File: src/design/onewire_temp_scratchpad_check_core_macros.svh
// Assertion macros shared by the scratchpad checker modules.
// Each macro expects a clock named clk and a synchronous reset named rst in scope.
`ifndef ONEWIRE_TEMP_SCRATCHPAD_CHECK_CORE_MACROS_SVH
`define ONEWIRE_TEMP_SCRATCHPAD_CHECK_CORE_MACROS_SVH

// Property holds in the same cycle as its trigger.
`define OWSC_ASSERT_SAME(lbl, cond, prop, msg) \
  lbl: assert property (@(posedge clk) disable iff (rst) (cond) |-> (prop)) \
    else $error(msg);

// Property holds in the cycle after its trigger.
`define OWSC_ASSERT_NEXT(lbl, cond, prop, msg) \
  lbl: assert property (@(posedge clk) disable iff (rst) (cond) |=> (prop)) \
    else $error(msg);

`endif

File: src/design/owsc_pkg.sv
// Shared types, constants and the CRC step function of the scratchpad checker.
// No dependencies; every other design file but the macro header refers to it by scoped names.
package owsc_pkg;

  // Field and register widths.
  localparam int POS_W  = 4;
  localparam int CFG_W  = 12;
  localparam int CIDX_W = 2;
  localparam int WORD_W = 16;

  // Default number of bytes in one scratchpad.
  localparam int SCRATCHPAD_BYTES_DEF = 9;

  // Reflected CRC-8 polynomial and the power-on temperature code.
  localparam logic [7:0]        CRC_POLY     = 8'h8C;
  localparam logic [WORD_W-1:0] POWER_ON_RAW = 16'h0550;
  localparam logic [7:0]        BYTE_ONES    = 8'hFF;
  localparam logic [7:0]        BYTE_ZEROS   = 8'h00;

  // Limit register reset values: -55 C and 125 C in sixteenths.
  localparam logic signed [CFG_W-1:0] LOWEST_RESET  = -12'sd880;
  localparam logic signed [CFG_W-1:0] HIGHEST_RESET = 12'sd2000;

  // Configuration register indexes.
  localparam logic [CIDX_W-1:0] REG_LOWEST  = 2'd0;
  localparam logic [CIDX_W-1:0] REG_HIGHEST = 2'd1;

  // Reading quality codes.
  typedef enum logic [1:0] {
    QUAL_NONE     = 2'd0,
    QUAL_VALID    = 2'd1,
    QUAL_DEGRADED = 2'd2
  } quality_t;

  // Summary of a finished scratchpad, formed when its last byte arrives.
  typedef struct packed {
    logic              bus_fault;
    logic              crc_ok;
    logic [WORD_W-1:0] word;
  } frame_sum_t;

  // One byte of the reflected CRC-8, least significant bit first.
  function automatic logic [7:0] crc8_step(input logic [7:0] rem, input logic [7:0] b);
    logic [7:0] r;
    r = rem ^ b;
    for (int i = 0; i < 8; i++) begin
      r = r[0] ? ((r >> 1) ^ CRC_POLY) : (r >> 1);
    end
    return r;
  endfunction

endpackage

File: src/design/owsc_if.sv
// Handshake interfaces of the scratchpad checker: scratchpad bytes in, readings out.
// Depends on owsc_pkg for the field widths.
interface owsc_byte_if;
  logic       valid;
  logic       ready;
  logic [7:0] data_byte;

  modport source (output valid, output data_byte, input ready);
  modport sink (input valid, input data_byte, output ready);
endinterface

interface owsc_result_if;
  logic                              valid;
  logic                              ready;
  logic [1:0]                        reading_quality;
  logic signed [owsc_pkg::WORD_W-1:0] temp_sixteenths;

  modport source (output valid, output reading_quality, output temp_sixteenths, input ready);
  modport sink (input valid, input reading_quality, input temp_sixteenths, output ready);
endinterface

File: src/design/onewire_temp_scratchpad_check_core.sv
// Top level of the 1-Wire temperature scratchpad checker.
// Usage:
//   scratch carries one scratchpad byte per item, byte zero first; SCRATCHPAD_BYTES
//   items make one scratchpad. Only the last byte of a scratchpad yields a reading.
//   reading carries reading_quality (none, valid, degraded power-on) and the raw
//   temperature in signed sixteenths of a degree, zero when there is no value.
//   cfg_write_en, cfg_index and cfg_data set the lower and upper raw limits; write
//   them only while no scratchpad is in progress and no reading is pending.
// Timing:
//   One byte is taken every cycle but for the stall below. A scratchpad's reading
//   appears in the cycle after its last byte is taken, from a single output register
//   fed by the running CRC and flag state.
//   When the receiver stalls, bytes before the last keep flowing; the last byte is
//   held off only while the previous reading still waits in the output register.
// Reset:
//   rst is synchronous, active high. It empties the output register, restarts the
//   byte count and CRC, and loads the limits with -55 C and 125 C.
// Depends on owsc_pkg, owsc_if, owsc_frame and owsc_judge.
module onewire_temp_scratchpad_check_core #(
  parameter int SCRATCHPAD_BYTES = owsc_pkg::SCRATCHPAD_BYTES_DEF
) (
  input  logic                          clk,
  input  logic                          rst,
  owsc_byte_if.sink                     scratch,
  owsc_result_if.source                 reading,
  input  logic                          cfg_write_en,
  input  logic [owsc_pkg::CIDX_W-1:0]   cfg_index,
  input  logic [owsc_pkg::CFG_W-1:0]    cfg_data
);

  logic                               accept;
  logic                               at_last;
  logic                               load;
  owsc_pkg::frame_sum_t               summary;
  logic signed [owsc_pkg::CFG_W-1:0]  lowest_raw_temp;
  logic signed [owsc_pkg::CFG_W-1:0]  highest_raw_temp;

  // The last byte needs a free output slot; all other bytes pass freely.
  assign scratch.ready = !at_last || !reading.valid || reading.ready;
  assign accept        = scratch.valid && scratch.ready;
  assign load          = accept && at_last;

  // Limit registers; unknown indexes are ignored.
  always_ff @(posedge clk) begin
    if (rst) begin
      lowest_raw_temp  <= owsc_pkg::LOWEST_RESET;
      highest_raw_temp <= owsc_pkg::HIGHEST_RESET;
    end else if (cfg_write_en) begin
      case (cfg_index)
        owsc_pkg::REG_LOWEST:  lowest_raw_temp  <= $signed(cfg_data);
        owsc_pkg::REG_HIGHEST: highest_raw_temp <= $signed(cfg_data);
        default: ;
      endcase
    end
  end

  owsc_frame #(
    .SCRATCHPAD_BYTES(SCRATCHPAD_BYTES)
  ) u_frame (
    .clk       (clk),
    .rst       (rst),
    .accept    (accept),
    .data_byte (scratch.data_byte),
    .at_last   (at_last),
    .summary   (summary)
  );

  owsc_judge u_judge (
    .clk              (clk),
    .rst              (rst),
    .load             (load),
    .summary          (summary),
    .lowest_raw_temp  (lowest_raw_temp),
    .highest_raw_temp (highest_raw_temp),
    .reading          (reading)
  );

endmodule

File: src/design/owsc_frame.sv
// Scratchpad accumulator: byte position, running CRC, bus fault flags, temperature bytes.
// Depends on owsc_pkg for the CRC function and the frame summary type.
module owsc_frame #(
  parameter int SCRATCHPAD_BYTES = owsc_pkg::SCRATCHPAD_BYTES_DEF
) (
  input  logic                 clk,
  input  logic                 rst,
  input  logic                 accept,
  input  logic [7:0]           data_byte,
  output logic                 at_last,
  output owsc_pkg::frame_sum_t summary
);

  localparam logic [owsc_pkg::POS_W-1:0] LAST_POS =
    owsc_pkg::POS_W'(SCRATCHPAD_BYTES - 1);

  logic [owsc_pkg::POS_W-1:0] byte_position;
  logic [7:0]                 crc_remainder;
  logic                       seen_only_ones;
  logic                       seen_only_zeros;
  logic [7:0]                 temp_low_byte;
  logic [7:0]                 temp_high_byte;
  logic                       ones_next;
  logic                       zeros_next;

  // Flags including the byte now on the input.
  assign ones_next  = seen_only_ones && (data_byte == owsc_pkg::BYTE_ONES);
  assign zeros_next = seen_only_zeros && (data_byte == owsc_pkg::BYTE_ZEROS);
  assign at_last    = (byte_position == LAST_POS);

  // The last byte is the check byte and is compared, not folded into the CRC.
  always_comb begin
    summary.bus_fault = ones_next || zeros_next;
    summary.crc_ok    = (crc_remainder == data_byte);
    summary.word      = {temp_high_byte, temp_low_byte};
  end

  // Control state; a finished scratchpad returns everything to its start values.
  always_ff @(posedge clk) begin
    if (rst) begin
      byte_position   <= '0;
      crc_remainder   <= '0;
      seen_only_ones  <= 1'b1;
      seen_only_zeros <= 1'b1;
    end else if (accept) begin
      if (at_last) begin
        byte_position   <= '0;
        crc_remainder   <= '0;
        seen_only_ones  <= 1'b1;
        seen_only_zeros <= 1'b1;
      end else begin
        byte_position   <= byte_position + 1'b1;
        crc_remainder   <= owsc_pkg::crc8_step(crc_remainder, data_byte);
        seen_only_ones  <= ones_next;
        seen_only_zeros <= zeros_next;
      end
    end
  end

  // Temperature bytes sit at positions zero and one, always written before use.
  always_ff @(posedge clk) begin
    if (accept && (byte_position == '0)) begin
      temp_low_byte <= data_byte;
    end
    if (accept && (byte_position == owsc_pkg::POS_W'(1))) begin
      temp_high_byte <= data_byte;
    end
  end

endmodule

File: src/design/owsc_judge.sv
// Classifies a finished scratchpad and holds the reading in the output register.
// Depends on owsc_pkg, owsc_result_if and the assertion macro header.
`include "onewire_temp_scratchpad_check_core_macros.svh"

module owsc_judge (
  input  logic                                clk,
  input  logic                                rst,
  input  logic                                load,
  input  owsc_pkg::frame_sum_t                summary,
  input  logic signed [owsc_pkg::CFG_W-1:0]   lowest_raw_temp,
  input  logic signed [owsc_pkg::CFG_W-1:0]   highest_raw_temp,
  owsc_result_if.source                       reading
);

  owsc_pkg::quality_t                  quality_next;
  logic signed [owsc_pkg::WORD_W-1:0]  temp_next;
  logic signed [owsc_pkg::WORD_W-1:0]  raw;
  logic signed [owsc_pkg::WORD_W-1:0]  low_ext;
  logic signed [owsc_pkg::WORD_W-1:0]  high_ext;
  logic                                out_valid;
  owsc_pkg::quality_t                  out_quality;
  logic signed [owsc_pkg::WORD_W-1:0]  out_temp;

  // Limits sign-extended to the width of the raw word.
  assign raw      = $signed(summary.word);
  assign low_ext  = owsc_pkg::WORD_W'(lowest_raw_temp);
  assign high_ext = owsc_pkg::WORD_W'(highest_raw_temp);

  // Checks in priority order: bus fault, CRC, power-on code, limits.
  always_comb begin
    quality_next = owsc_pkg::QUAL_NONE;
    temp_next    = '0;
    if (summary.bus_fault || !summary.crc_ok) begin
      quality_next = owsc_pkg::QUAL_NONE;
    end else if (summary.word == owsc_pkg::POWER_ON_RAW) begin
      quality_next = owsc_pkg::QUAL_DEGRADED;
      temp_next    = $signed(owsc_pkg::POWER_ON_RAW);
    end else if ((raw < low_ext) || (raw > high_ext)) begin
      quality_next = owsc_pkg::QUAL_NONE;
    end else begin
      quality_next = owsc_pkg::QUAL_VALID;
      temp_next    = raw;
    end
  end

  // Output register valid flag; the sender only loads when the slot is free.
  always_ff @(posedge clk) begin
    if (rst) begin
      out_valid <= 1'b0;
    end else if (load) begin
      out_valid <= 1'b1;
    end else if (reading.ready) begin
      out_valid <= 1'b0;
    end
  end

  // Output register payload.
  always_ff @(posedge clk) begin
    if (load) begin
      out_quality <= quality_next;
      out_temp    <= temp_next;
    end
  end

  assign reading.valid           = out_valid;
  assign reading.reading_quality = out_quality;
  assign reading.temp_sixteenths = out_temp;

  // A reading must never overwrite one that is still waiting.
  `OWSC_ASSERT_SAME(a_no_overwrite, load, !out_valid || reading.ready,
    "reading loaded over a stalled reading")
  // A rejected reading carries a zero temperature.
  `OWSC_ASSERT_SAME(a_none_is_zero, out_valid && (out_quality == owsc_pkg::QUAL_NONE),
    out_temp == '0, "rejected reading has nonzero temperature")
  // A degraded reading is always the power-on code.
  `OWSC_ASSERT_SAME(a_degraded_code, out_valid && (out_quality == owsc_pkg::QUAL_DEGRADED),
    out_temp == $signed(owsc_pkg::POWER_ON_RAW), "degraded reading is not the power-on code")
  // A load always presents a reading in the next cycle.
  `OWSC_ASSERT_NEXT(a_load_shows, load, out_valid, "loaded reading not presented")

endmodule

File: src/flat_wrapper.sv
// flat-port wrapper written by rule: the top's interface ports become plain ports
module onewire_temp_scratchpad_check_core_flat 
#(
  parameter int SCRATCHPAD_BYTES = owsc_pkg::SCRATCHPAD_BYTES_DEF
)
  (clk, rst, cfg_write_en, cfg_index, cfg_data, scratch_valid, scratch_data_byte, scratch_ready, reading_valid, reading_reading_quality, reading_temp_sixteenths, reading_ready);
  owsc_byte_if scratch_i ();
  owsc_result_if reading_i ();
  input  logic clk;
  input  logic rst;
  input  logic cfg_write_en;
  input  logic [owsc_pkg::CIDX_W-1:0] cfg_index;
  input  logic [owsc_pkg::CFG_W-1:0] cfg_data;
  input wire logic [$bits(scratch_i.valid)-1:0] scratch_valid;
  input wire logic [$bits(scratch_i.data_byte)-1:0] scratch_data_byte;
  output wire logic [$bits(scratch_i.ready)-1:0] scratch_ready;
  output wire logic [$bits(reading_i.valid)-1:0] reading_valid;
  output wire logic [$bits(reading_i.reading_quality)-1:0] reading_reading_quality;
  output wire logic [$bits(reading_i.temp_sixteenths)-1:0] reading_temp_sixteenths;
  input wire logic [$bits(reading_i.ready)-1:0] reading_ready;
  assign scratch_i.valid = scratch_valid;
  assign scratch_i.data_byte = scratch_data_byte;
  assign scratch_ready = scratch_i.ready;
  assign reading_valid = reading_i.valid;
  assign reading_reading_quality = reading_i.reading_quality;
  assign reading_temp_sixteenths = reading_i.temp_sixteenths;
  assign reading_i.ready = reading_ready;
  onewire_temp_scratchpad_check_core #(.SCRATCHPAD_BYTES(SCRATCHPAD_BYTES)) u_core (.clk(clk), .rst(rst), .scratch(scratch_i), .reading(reading_i), .cfg_write_en(cfg_write_en), .cfg_index(cfg_index), .cfg_data(cfg_data));
endmodule
File: config.mk
export PLATFORM = sky130hd
export DESIGN_NAME = onewire_temp_scratchpad_check_core_flat
export DESIGN_NICKNAME = d
export VERILOG_FILES = /design/src/design/owsc_pkg.sv /design/src/design/owsc_if.sv /design/src/design/onewire_temp_scratchpad_check_core.sv /design/src/design/owsc_frame.sv /design/src/design/owsc_judge.sv /design/src/flat_wrapper.sv
export VERILOG_INCLUDE_DIRS = /design/src /design/src/design
export SDC_FILE = /design/constraint.sdc
export NUM_CORES = 1
export LEC_CHECK = 0
export BUFFER_PORTS_ARGS = -buffer_cell sky130_fd_sc_hd__buf_2
export CORE_UTILIZATION = 58
export DETAILED_ROUTE_END_ITERATION = 10
export GPL_ROUTABILITY_DRIVEN = 0
export GPL_TIMING_DRIVEN = 1
export PLACE_DENSITY = 0.78
export SYNTH_ARGS = -nofsm -noshare
export SYNTH_HDL_FRONTEND = slang
export SYNTH_SLANG_ARGS = --single-unit
File: constraint.sdc
create_clock -name clk -period 2.4 [get_ports clk]
set_input_delay 0.6 -clock clk [delete_from_list [all_inputs] [get_ports clk]]
set_output_delay 0.6 -clock clk [all_outputs]
set_load 0.01 [all_outputs]
## Word-level counts from Yosys, hierarchy flattened

Index checks and enable logic that the tools add are counted.
W data, S select, Z words.

- Equality and inequality tests: 6
- Reduce and logical (&&, ||, !) cells: 22
- Muxes and demuxes: 18
- $lt $le $gt $ge: 2
- Add/subtract/negate cells: 1
- Bitwise logic cells: 9

Operator list:

| kind | count |
|---|---|
| $mux W8 | 9 |
| $not A2 Y3 | 8 |
| $mux W11 | 2 |
| $eq A16 B11 Y1 const B | 1 |
| $gt A16 B12 Y1 | 1 |
| $lt A16 B12 Y1 | 1 |
| $eq A8 B8 Y1 | 1 |
| $eq A8 B8 Y1 const B | 1 |
| $logic_not A8 Y1 | 1 |
| $xor A8 B8 Y8 | 1 |
| $logic_and A1 B1 Y1 | 6 |
| $logic_or A1 B1 Y1 | 5 |
| $mux W1 | 5 |
| $add A4 B1 Y4 const B | 1 |
| $eq A4 B1 Y1 const B | 1 |
| $eq A4 B4 Y1 const B | 1 |
| $logic_not A4 Y1 | 1 |
| $mux W4 | 1 |
| $reduce_and A2 Y1 | 2 |
| $logic_not A1 Y1 | 3 |
| $reduce_or A3 Y1 | 1 |
| $eq A2 B1 Y1 const B | 1 |
| $logic_not A2 Y1 | 1 |
| $mux W2 | 1 |
| 2 further kinds | 2 |

- Output and inout port bits: 20
- Bits in registers: 73
- Input port bits: 27
- Word-level logic and storage cells: 71

## Depth between registers and ports, before layout

Gate-level depths: netlist of run 1.

- Depth after elaboration: 18
- Depth in mapped cells: 8

## Cells and area by module

A second synthesis of run 1 with hierarchy kept.

- Cells, all modules: 373
- Area, all modules: 3953.8 um^2

Modules (own cells, without submodules):

| module | area each (um^2) | cells an instance | times used |
|---|---|---|---|
| owsc_judge | 1547.7 | 156 | 1 |
| owsc_frame | 1378.8 | 114 | 1 |
| onewire_temp_scratchpad_check_core | 1027.2 | 103 | 1 |

## Worst setup path after synthesis of run 1

Ideal clock, no wire load.

- Path kind: flip-flop to flip-flop
- Start: register u_core.u_frame.byte_position[0] (netlist bit)
- End: register u_core.u_frame.byte_position[0] (netlist bit)
- Setup time: 0.115 ns
- Setup slack: 0.190 ns
- Stages on the path, launching flop included: 8
- Period minus slack after synthesis: 2.210 ns
- Data arrival time: 2.095 ns
- Cells stage by stage: dfxtp_1 -> inv_1 -> ha_1 -> nand3b_1 -> o21ai_0 -> nor2_1 -> or2_2 -> nor2_1

- Word-level cells in the longest chain between the ends: 5

Ends and longest elaborated chain:

| what | line | source |
|---|---|---|
| from (decl) | owsc_frame.sv:17 | `logic [owsc_pkg::POS_W-1:0] byte_position;` |
| from (signal assigned) | owsc_frame.sv:52 | `byte_position <= byte_position + 1'b1;` |
| branches (longest 5 deep; another with $add A4 B1 Y4) | - |  |

Parallel ways; which one is timed is not known.
A chain may end at the register's enable or synchronous reset.

## Final worst setup path of run 1

- Start: register u_core.u_frame.temp_high_byte[5]
- End: register u_core.u_judge.out_temp, in the netlist u_core.u_judge.reading.temp_sixteenths[1], data pin

- Word-level cells in the longest chain between the ends: 3

Ends and longest elaborated chain:

| what | line | source |
|---|---|---|
| from (decl) | owsc_frame.sv:22 | `logic [7:0] temp_high_byte;` |
| from (signal assigned) | owsc_frame.sv:66 | `temp_high_byte <= data_byte;` |
| $lt A16 B12 Y1 / $gt A16 B12 Y1 (equally long branches) | owsc_judge.sv:38 | `end else if ((raw < low_ext) \|\| (raw > high_ext)) begin` |
| $logic_or A1 B1 Y1 | owsc_judge.sv:38 |  |
| $reduce_or A3 Y1 (no source line) (*) | - |  |
| to (signal assigned) | owsc_judge.sv:61 | `out_temp <= temp_next;` |
| to (decl) | owsc_judge.sv:22 | `logic signed [owsc_pkg::WORD_W-1:0] out_temp;` |

Every way passes the cells marked *; elsewhere a longest branch is shown, timed or not.

==> results.ini, run 1 <==
[outcome]
status = complete, but fails checks
violations = DRC, setup timing

[die]
die_w_um = 83.8
coreArea_um2 = 6420
dieArea_um2 = 7030
rows = 29
ios = 47
initial_core_util = 0.605
die_y_um = 83.8

[detailed_routing]
via_count = 3079
drcViolationCount = 8
dr.pass1.iters = 8
ant_nets = 0
routed_via_density = 5.80
first_iter_violations = 152
routed_wirelength_um = 8840
wl_per_cell_um = 16.7

[finish]
fill_cells = 437
final_cells = 531
layout.nets = 510
layout-drive-gt1-share = 0.275
layout_commonest_cell = buf_2
final_cell_mix = buf_2, nand2_1, dfxtp_1
multi_input_area_um2 = 2040
area_delta_synth_final_pct = 22.4
diodes = 0
regArea_um2 = 1800

[placed_design]
dp_cells = 508
dp_hpwl_um = 6180
place.port_buffers = 46
place_ws_ns = -0.0780

[cts]
clock-root-buffer = clkbuf_8
cts_made_buffers = 9
cts_buffer_depth = 2
htreeDepth = 3
path_clk_slew_ns = 0.07
cts_sinks = 73
clk_latency_ns = 0.35
cts_tree = built

[yosys]
syn_avg_cell_area_um2 = 10.4
yosys_warnings = 0
synthAdderAreaFrac = 0.110
syn_inst = 373
muxShareOfSynthArea = 0
synth-simple-area-share = 0.183
synth.distinct_cells = 51
synth_top_area_cell = edfxtp_1
synth_edf_count = 34
syn-num-nets = 434
async_reset_ff_frac = 0
synth_xor_area_frac = 0.0738
synth_seq_area_share = 0.464
synth_ff_type = dfxtp_1
synth_top_family_by_area = simple AND/OR/NAND/NOR gates
netlist_area_um2 = 3880
synth_top_area_share = 0.263
synth_seq_cells = 73
synth_compound_area_frac = 0.118
yosys-top-cells-area = edfxtp_1, dfxtp_1, ha_1

[sta]
finalSetupViolCount = 8
max_freq_ghz = 0.411
hold_ws_ns = 0.458
period_share = 1.01
drv_slew = 0
min_period_ns = 2.43
fin_worst_skew_ns = 0.0140
rsz0062_at_grt = true
relSlewSlack = 0.516
worstMarginPinSlew_ns = 0.725
hold_violations = 0
finalWorstSetupSlack_ns = -0.0320

[power]
pwr-share-comb = 0.297
p_seq_frac = 0.436
p_leak_nw = 1.93
p_clk_frac = 0.267
p_per_area_nw_per_um2 = 721
power.switching_w = 0.000999
switching_share = 0.291
p_int_w = 0.00243
ir_drop_mv = 0.565

[critical_path]
cp_slowest_stage_delay_ns = 0.44
worstPathBufferInverterCount = 3
path_cells = ha_1 > nand4_1 > buf_4 > buf_4 > a2bb2oi_1 > nand4_1 > o211ai_4 > buf_6 > nor4b_4
path_class = reg -> reg
crit_arrival_ns = 2.49
worstSetupEndpointType = flop
critPathTopFamily = compound AO/OA/AOI/OAI gates
cp_slowest_cell = edfxtp_1
critPathRequiredTime_ns = 2.46
critPathLaunchType = flop
crit_fanout = 6

[global_route]
antenna_found_initial = 0
grt_overflow = 0
grt_max_degree = 25
grt_pass1_vias = 2934
grt_first_pass_wirelength_um = 13500
grt_util_all_layers = 0.248

[flow_run]
maxCapViolCount = 0

[hold_path]
hold_path_class = reg -> reg

-- synthesized netlist by cell type (2+ instances only) --
cell type,number
a211o_1,11
a21o_1,2
a21oi_1,26
a22oi_1,5
a2bb2oi_1,2
buf_6,2
clkbuf_1,11
dfxtp_1,39
edfxtp_1,34
ha_1,34
inv_1,35
nand2_1,42
nand2b_1,4
nand3b_1,3
nand4_1,12
nor2_1,26
nor2b_1,2
nor3_1,3
nor4_1,4
nor4_2,2
nor4b_1,7
nor4b_2,3
nor4bb_1,2
o211ai_1,2
o21a_1,3
o21ai_0,6
o31ai_1,4
or2_2,3
or4_1,3
xnor2_1,12
xnor2_2,4
xnor3_1,2
xor2_1,5
-- area by class of cell --
| class | instances | area share |
|---|---|---|
| Multi-Input combinational cell | 251 | 0.430 |
| Clock buffer | 10 | 0.0269 |
| Tap cell | 77 | 0.0203 |
| Sequential cell | 73 | 0.379 |
| Inverter | 35 | 0.0276 |
| Clock inverter | 6 | 0.0124 |
| Timing Repair Buffer | 79 | 0.104 |
-- tightest hold or removal path: cells and delay by family (launching register included) --
family             cells  cell delay, ns
and+or+nand+nor        1            0.05
DFF                    1            0.31
AOI/OAI and AO/OA      1            0.05
-- cells by family (layout without fill, tap and decap cells) --
group | Yosys count | in the layout
flops | 73 | 73
xor+xnor | 24 | 24
simple gates | 125 | 125
compound gates | 68 | 68
fa+ha+maj | 34 | 34
buf+inv | 49 | 130
-- final timing paths --
check | slack [ns] | to | depth (start not counted) | startpoint
setup / recovery | -0.03 | u_core.u_judge.reading.temp_sixteenths[1]$_SDFFCE_PP0P_ | 9 | u_core.u_frame.temp_high_byte[5]$_DFFE_PP_
hold / removal | 0.46 | u_core.highest_raw_temp[5]$_SDFFE_PP0P_ | 2 | u_core.highest_raw_temp[5]$_SDFFE_PP0P_
setup reg to reg | -0.03 | u_core.u_judge.reading.temp_sixteenths[1]$_SDFFCE_PP0P_ | 9 | u_core.u_frame.temp_high_byte[5]$_DFFE_PP_
hold reg to reg | 0.46 | u_core.highest_raw_temp[5]$_SDFFE_PP0P_ | 2 | u_core.highest_raw_temp[5]$_SDFFE_PP0P_
-- metrics by stage --
stage	utilization	total power [W]	TNS [ns]	instance area [um^2]
2_1_floorplan	-	0.00222	0	3880
3_3_place_gp	0.676	0.00246	0	4340
3_5_place_dp	0.676	0.00248	-0.125	4340
4_1_cts	0.709	0.00340	0	4550
5_1_grt	0.740	0.00359	-1.21	4750
6_report	0.740	0.00343	-0.167	4750
-- what timing repair did --
item,in CTS,in global routing
pin swaps,1,6
hold buffers,0,0
gates resized for setup,3,24
cloned,0,1
setup buffers,1,5
setup endpoints to repair,3,17
-- per-layer routing --
| layer | wire length (um) | GRT usage |
|---|---|---|
| met1 | 3570 | 0.294 |
| met2 | 4480 | 0.444 |
| met3 | 477 | 0.0346 |
| met4 | 315 | 0.111 |
| met5 | 0 | 0 |
-- state kept, by name, summed over array words and instances, names as in the netlist --
register / flops
u_core.u_judge.reading.temp_sixteenths: 16
u_core.highest_raw_temp: 12
u_core.lowest_raw_temp: 12
u_core.u_frame.crc_remainder: 8
u_core.u_frame.temp_high_byte: 8
u_core.u_frame.temp_low_byte: 8
u_core.u_frame.byte_position: 4
u_core.u_judge.reading.reading_quality: 2
u_core.u_frame.seen_only_ones: 1
u_core.u_frame.seen_only_zeros: 1
u_core.u_judge.reading.valid: 1
-- power groups by stage --
| stage | Combinational, W | Clock, W | Sequential (W) |
|---|---|---|---|
| after floorplan | 0.000725 | 0 | 0.00150 |
| after global placement | 0.000946 | 0 | 0.00151 |
| after detailed placement | 0.000966 | 0 | 0.00152 |
| after CTS | 0.000980 | 0.000929 | 0.00149 |
| after global routing | 0.00111 | 0.000977 | 0.00150 |
| final | 0.00102 | 0.000916 | 0.00149 |
(Power assumes the default switching activity.)
==> run 2, diff against run 1 <==
Settings changed: GPL_ROUTABILITY_DRIVEN 0 to default, SETUP_SLACK_MARGIN from default to 0.05.
==> run 2 against run 1 <==
  * Final area fell by 0.47%
  * Critical path type unchanged
  * Power barely moved
  * Combinational power barely moved
  * Die area unchanged
  * Maximum frequency grew 2.0%
  * Worst hold slack gained 0.0012 ns
  * Flip-flop and latch count is the same
  * Worst setup slack better by 0.049 ns
  * Non-clock buffer count shrank 1
  * The run ends with DRC left
  * Final cell count fell by 0.19%
==> results.ini, run 2 (synthesis gave the netlist of run 1 again) <==
[finish]
layout_commonest_cell = buf_2  ; unchanged
layout.nets = 509  ; was 510
final_cell_mix = buf_2, nand2_1, dfxtp_1  ; unchanged
finalInstanceArea_um2 = 4730  ; was 4750 um^2
fill_cells = 441  ; was 437
area_delta_synth_final_pct = 21.8  ; was 22.4%
diodes = 0  ; unchanged
largest_register_ffs = 16  ; unchanged
final_cells = 530  ; was 531
layout-drive-gt1-share = 0.272  ; was 0.275
final_util = 0.736  ; was 0.740

[power]
power.switching_w = 0.00100  ; was 0.000999 W
switching_share = 0.292  ; was 0.291
ir_drop_mv = 0.561  ; was 0.565 mV
p_per_area_nw_per_um2 = 724  ; was 721 nW/um^2
p_seq_frac = 0.436  ; about the same
p_int_w = 0.00243  ; about the same
p_clk_frac = 0.270  ; was 0.267
pwr-share-comb = 0.294  ; was 0.297
p_leak_nw = 1.93  ; about the same

[die]
rows = 29  ; unchanged
die_y_um = 83.8  ; unchanged
initial_core_util = 0.605  ; unchanged
dieArea_um2 = 7030  ; unchanged
die_w_um = 83.8  ; unchanged
coreArea_um2 = 6420  ; unchanged
ios = 47  ; unchanged

[detailed_routing]
dr.pass1.iters = 7  ; was 8
routed_wirelength_um = 8440  ; was 8840 um
routed_via_density = 5.78  ; was 5.80
via_count = 3061  ; was 3079
first_iter_violations = 120  ; was 152
wl_per_cell_um = 15.9  ; was 16.7 um
drcViolationCount = 8  ; unchanged
ant_nets = 0  ; unchanged

[critical_path]
crit_arrival_ns = 2.56  ; was 2.49 ns
worstSetupEndpointType = flop  ; unchanged
critPathRequiredTime_ns = 2.57  ; was 2.46 ns
reg2reg_setup_slack_ns = 0.02  ; was -0.03 ns
critPathLaunchType = flop  ; unchanged
crit_fanout = 9  ; was 6
path_class = reg -> reg  ; unchanged

[sta]
final.setup.tns_ns = 0  ; was -0.167 ns
rsz0062_at_grt = true  ; unchanged
fin_worst_skew_ns = 0.0114  ; was 0.0140 ns
finalWorstSetupSlack_ns = 0.0166  ; was -0.0320 ns
drv_slew = 0  ; unchanged
period_share = 0.993  ; was 1.01
hold_violations = 0  ; unchanged
min_period_ns = 2.38  ; was 2.43 ns
max_freq_ghz = 0.420  ; was 0.411 GHz
relSlewSlack = 0.546  ; was 0.516
worstMarginPinSlew_ns = 0.681  ; was 0.725 ns
finalSetupViolCount = 0  ; was 8

[cts]
clk_latency_ns = 0.35  ; about the same
clock-root-buffer = clkbuf_8  ; unchanged
cts_made_buffers = 9  ; unchanged
ctsHoldBuffers = 0  ; unchanged
path_clk_slew_ns = 0.08  ; was 0.07 ns
cts_sinks = 73  ; unchanged
htreeDepth = 3  ; unchanged
cts_tree = built  ; unchanged
cts_buffer_depth = 2  ; unchanged

[global_route]
grt_pass1_vias = 2951  ; was 2934
grt_max_degree = 25  ; unchanged
antenna_found_initial = 0  ; unchanged
grt_util_all_layers = 0.250  ; was 0.248
grt_overflow = 0  ; unchanged
grt_first_pass_wirelength_um = 13600  ; was 13500 um

[outcome]
status = complete, but fails checks  ; unchanged
violations = DRC  ; was DRC, setup timing

[flow_run]
maxCapViolCount = 0  ; unchanged

[placed_design]
place.port_buffers = 46  ; unchanged
dp_hpwl_um = 6180  ; unchanged
place_congestion = 0.859
placed_area_um2 = 4340  ; unchanged
place_ws_ns = -0.0780  ; unchanged
dp_cells = 508  ; unchanged

[hold_path]
hold_path_class = reg -> reg  ; unchanged

run 2: cell count changes in the layout (fill, tap and decap cells not counted), sizes merged:
| cell | change |
|---|---|
| buf | -1 |
run 2: cell type report:
| class | instances | area (um^2) | share of cell area |
|---|---|---|---|
| clock buffer | 10 | 128 | 0.0270 |
| clock inverter | 6 | 58.8 | 0.0124 |
| inverter | 35 | 131 | 0.0278 |
| multi-input combinational | 251 | 2030 | 0.430 |
| sequential | 73 | 1800 | 0.381 |
| tap | 77 | 96.3 | 0.0204 |
| timing repair buffer | 78 | 482 | 0.102 |
run 2: stage by stage:
step           power (W)  hold slack, ns
2_1_floorplan    0.00222           0.436
3_3_place_gp     0.00246           0.445
3_5_place_dp     0.00248           0.448
4_1_cts          0.00340           0.459
5_1_grt          0.00358           0.477
6_report         0.00343           0.459
run 2: worst max-delay path: stages (launching register included):
cell,delay [ns]
edfxtp_1,0.50
ha_4,0.31
nand4_1,0.15
a211o_1,0.32
o32ai_2,0.26
buf_4,0.16
o211ai_4,0.09
buf_6,0.19
o31ai_1,0.21
run 2: worst paths after layout:
| path | startpoint | to | cells past startpoint |
|---|---|---|---|
| worst max-delay path | u_core.u_frame.temp_high_byte[7]$_DFFE_PP_ | u_core.u_judge.reading.temp_sixteenths[10]$_SDFFCE_PP0P_ | 8 |
| worst min-delay path | u_core.lowest_raw_temp[2]$_SDFFE_PP0P_ | u_core.lowest_raw_temp[2]$_SDFFE_PP0P_ | 2 |
| worst max register to register | u_core.u_frame.temp_high_byte[7]$_DFFE_PP_ | u_core.u_judge.reading.temp_sixteenths[10]$_SDFFCE_PP0P_ | 8 |
| worst min register to register | u_core.lowest_raw_temp[2]$_SDFFE_PP0P_ | u_core.lowest_raw_temp[2]$_SDFFE_PP0P_ | 2 |
run 2: timing repair:
action,4_1_cts,5_1_grt
buffers inserted,1,5
resized for setup,5,19
pin swaps,1,5
setup endpoints to repair,10,17
run 2: routing by layer:
layer,wire length (um),part of all wire,vias to the layer above,global-route usage
li1,-,-,1484,-
met1,3510,0.42,1468,0.296
met2,4300,0.51,86,0.447
met3,358,0.042,23,0.0346
met4,274,0.032,0,0.118
met5,0,0,-,0
run 2: power by group through the flow:
stage	registers [W]	logic, W	clock network (W)
2_1_floorplan	0.00150	0.000725	0
3_3_place_gp	0.00151	0.000946	0
4_1_cts	0.00149	0.000982	0.000929
6_report	0.00149	0.00101	0.000924
3_5_place_dp	0.00152	0.000966	0
5_1_grt	0.00150	0.00110	0.000977
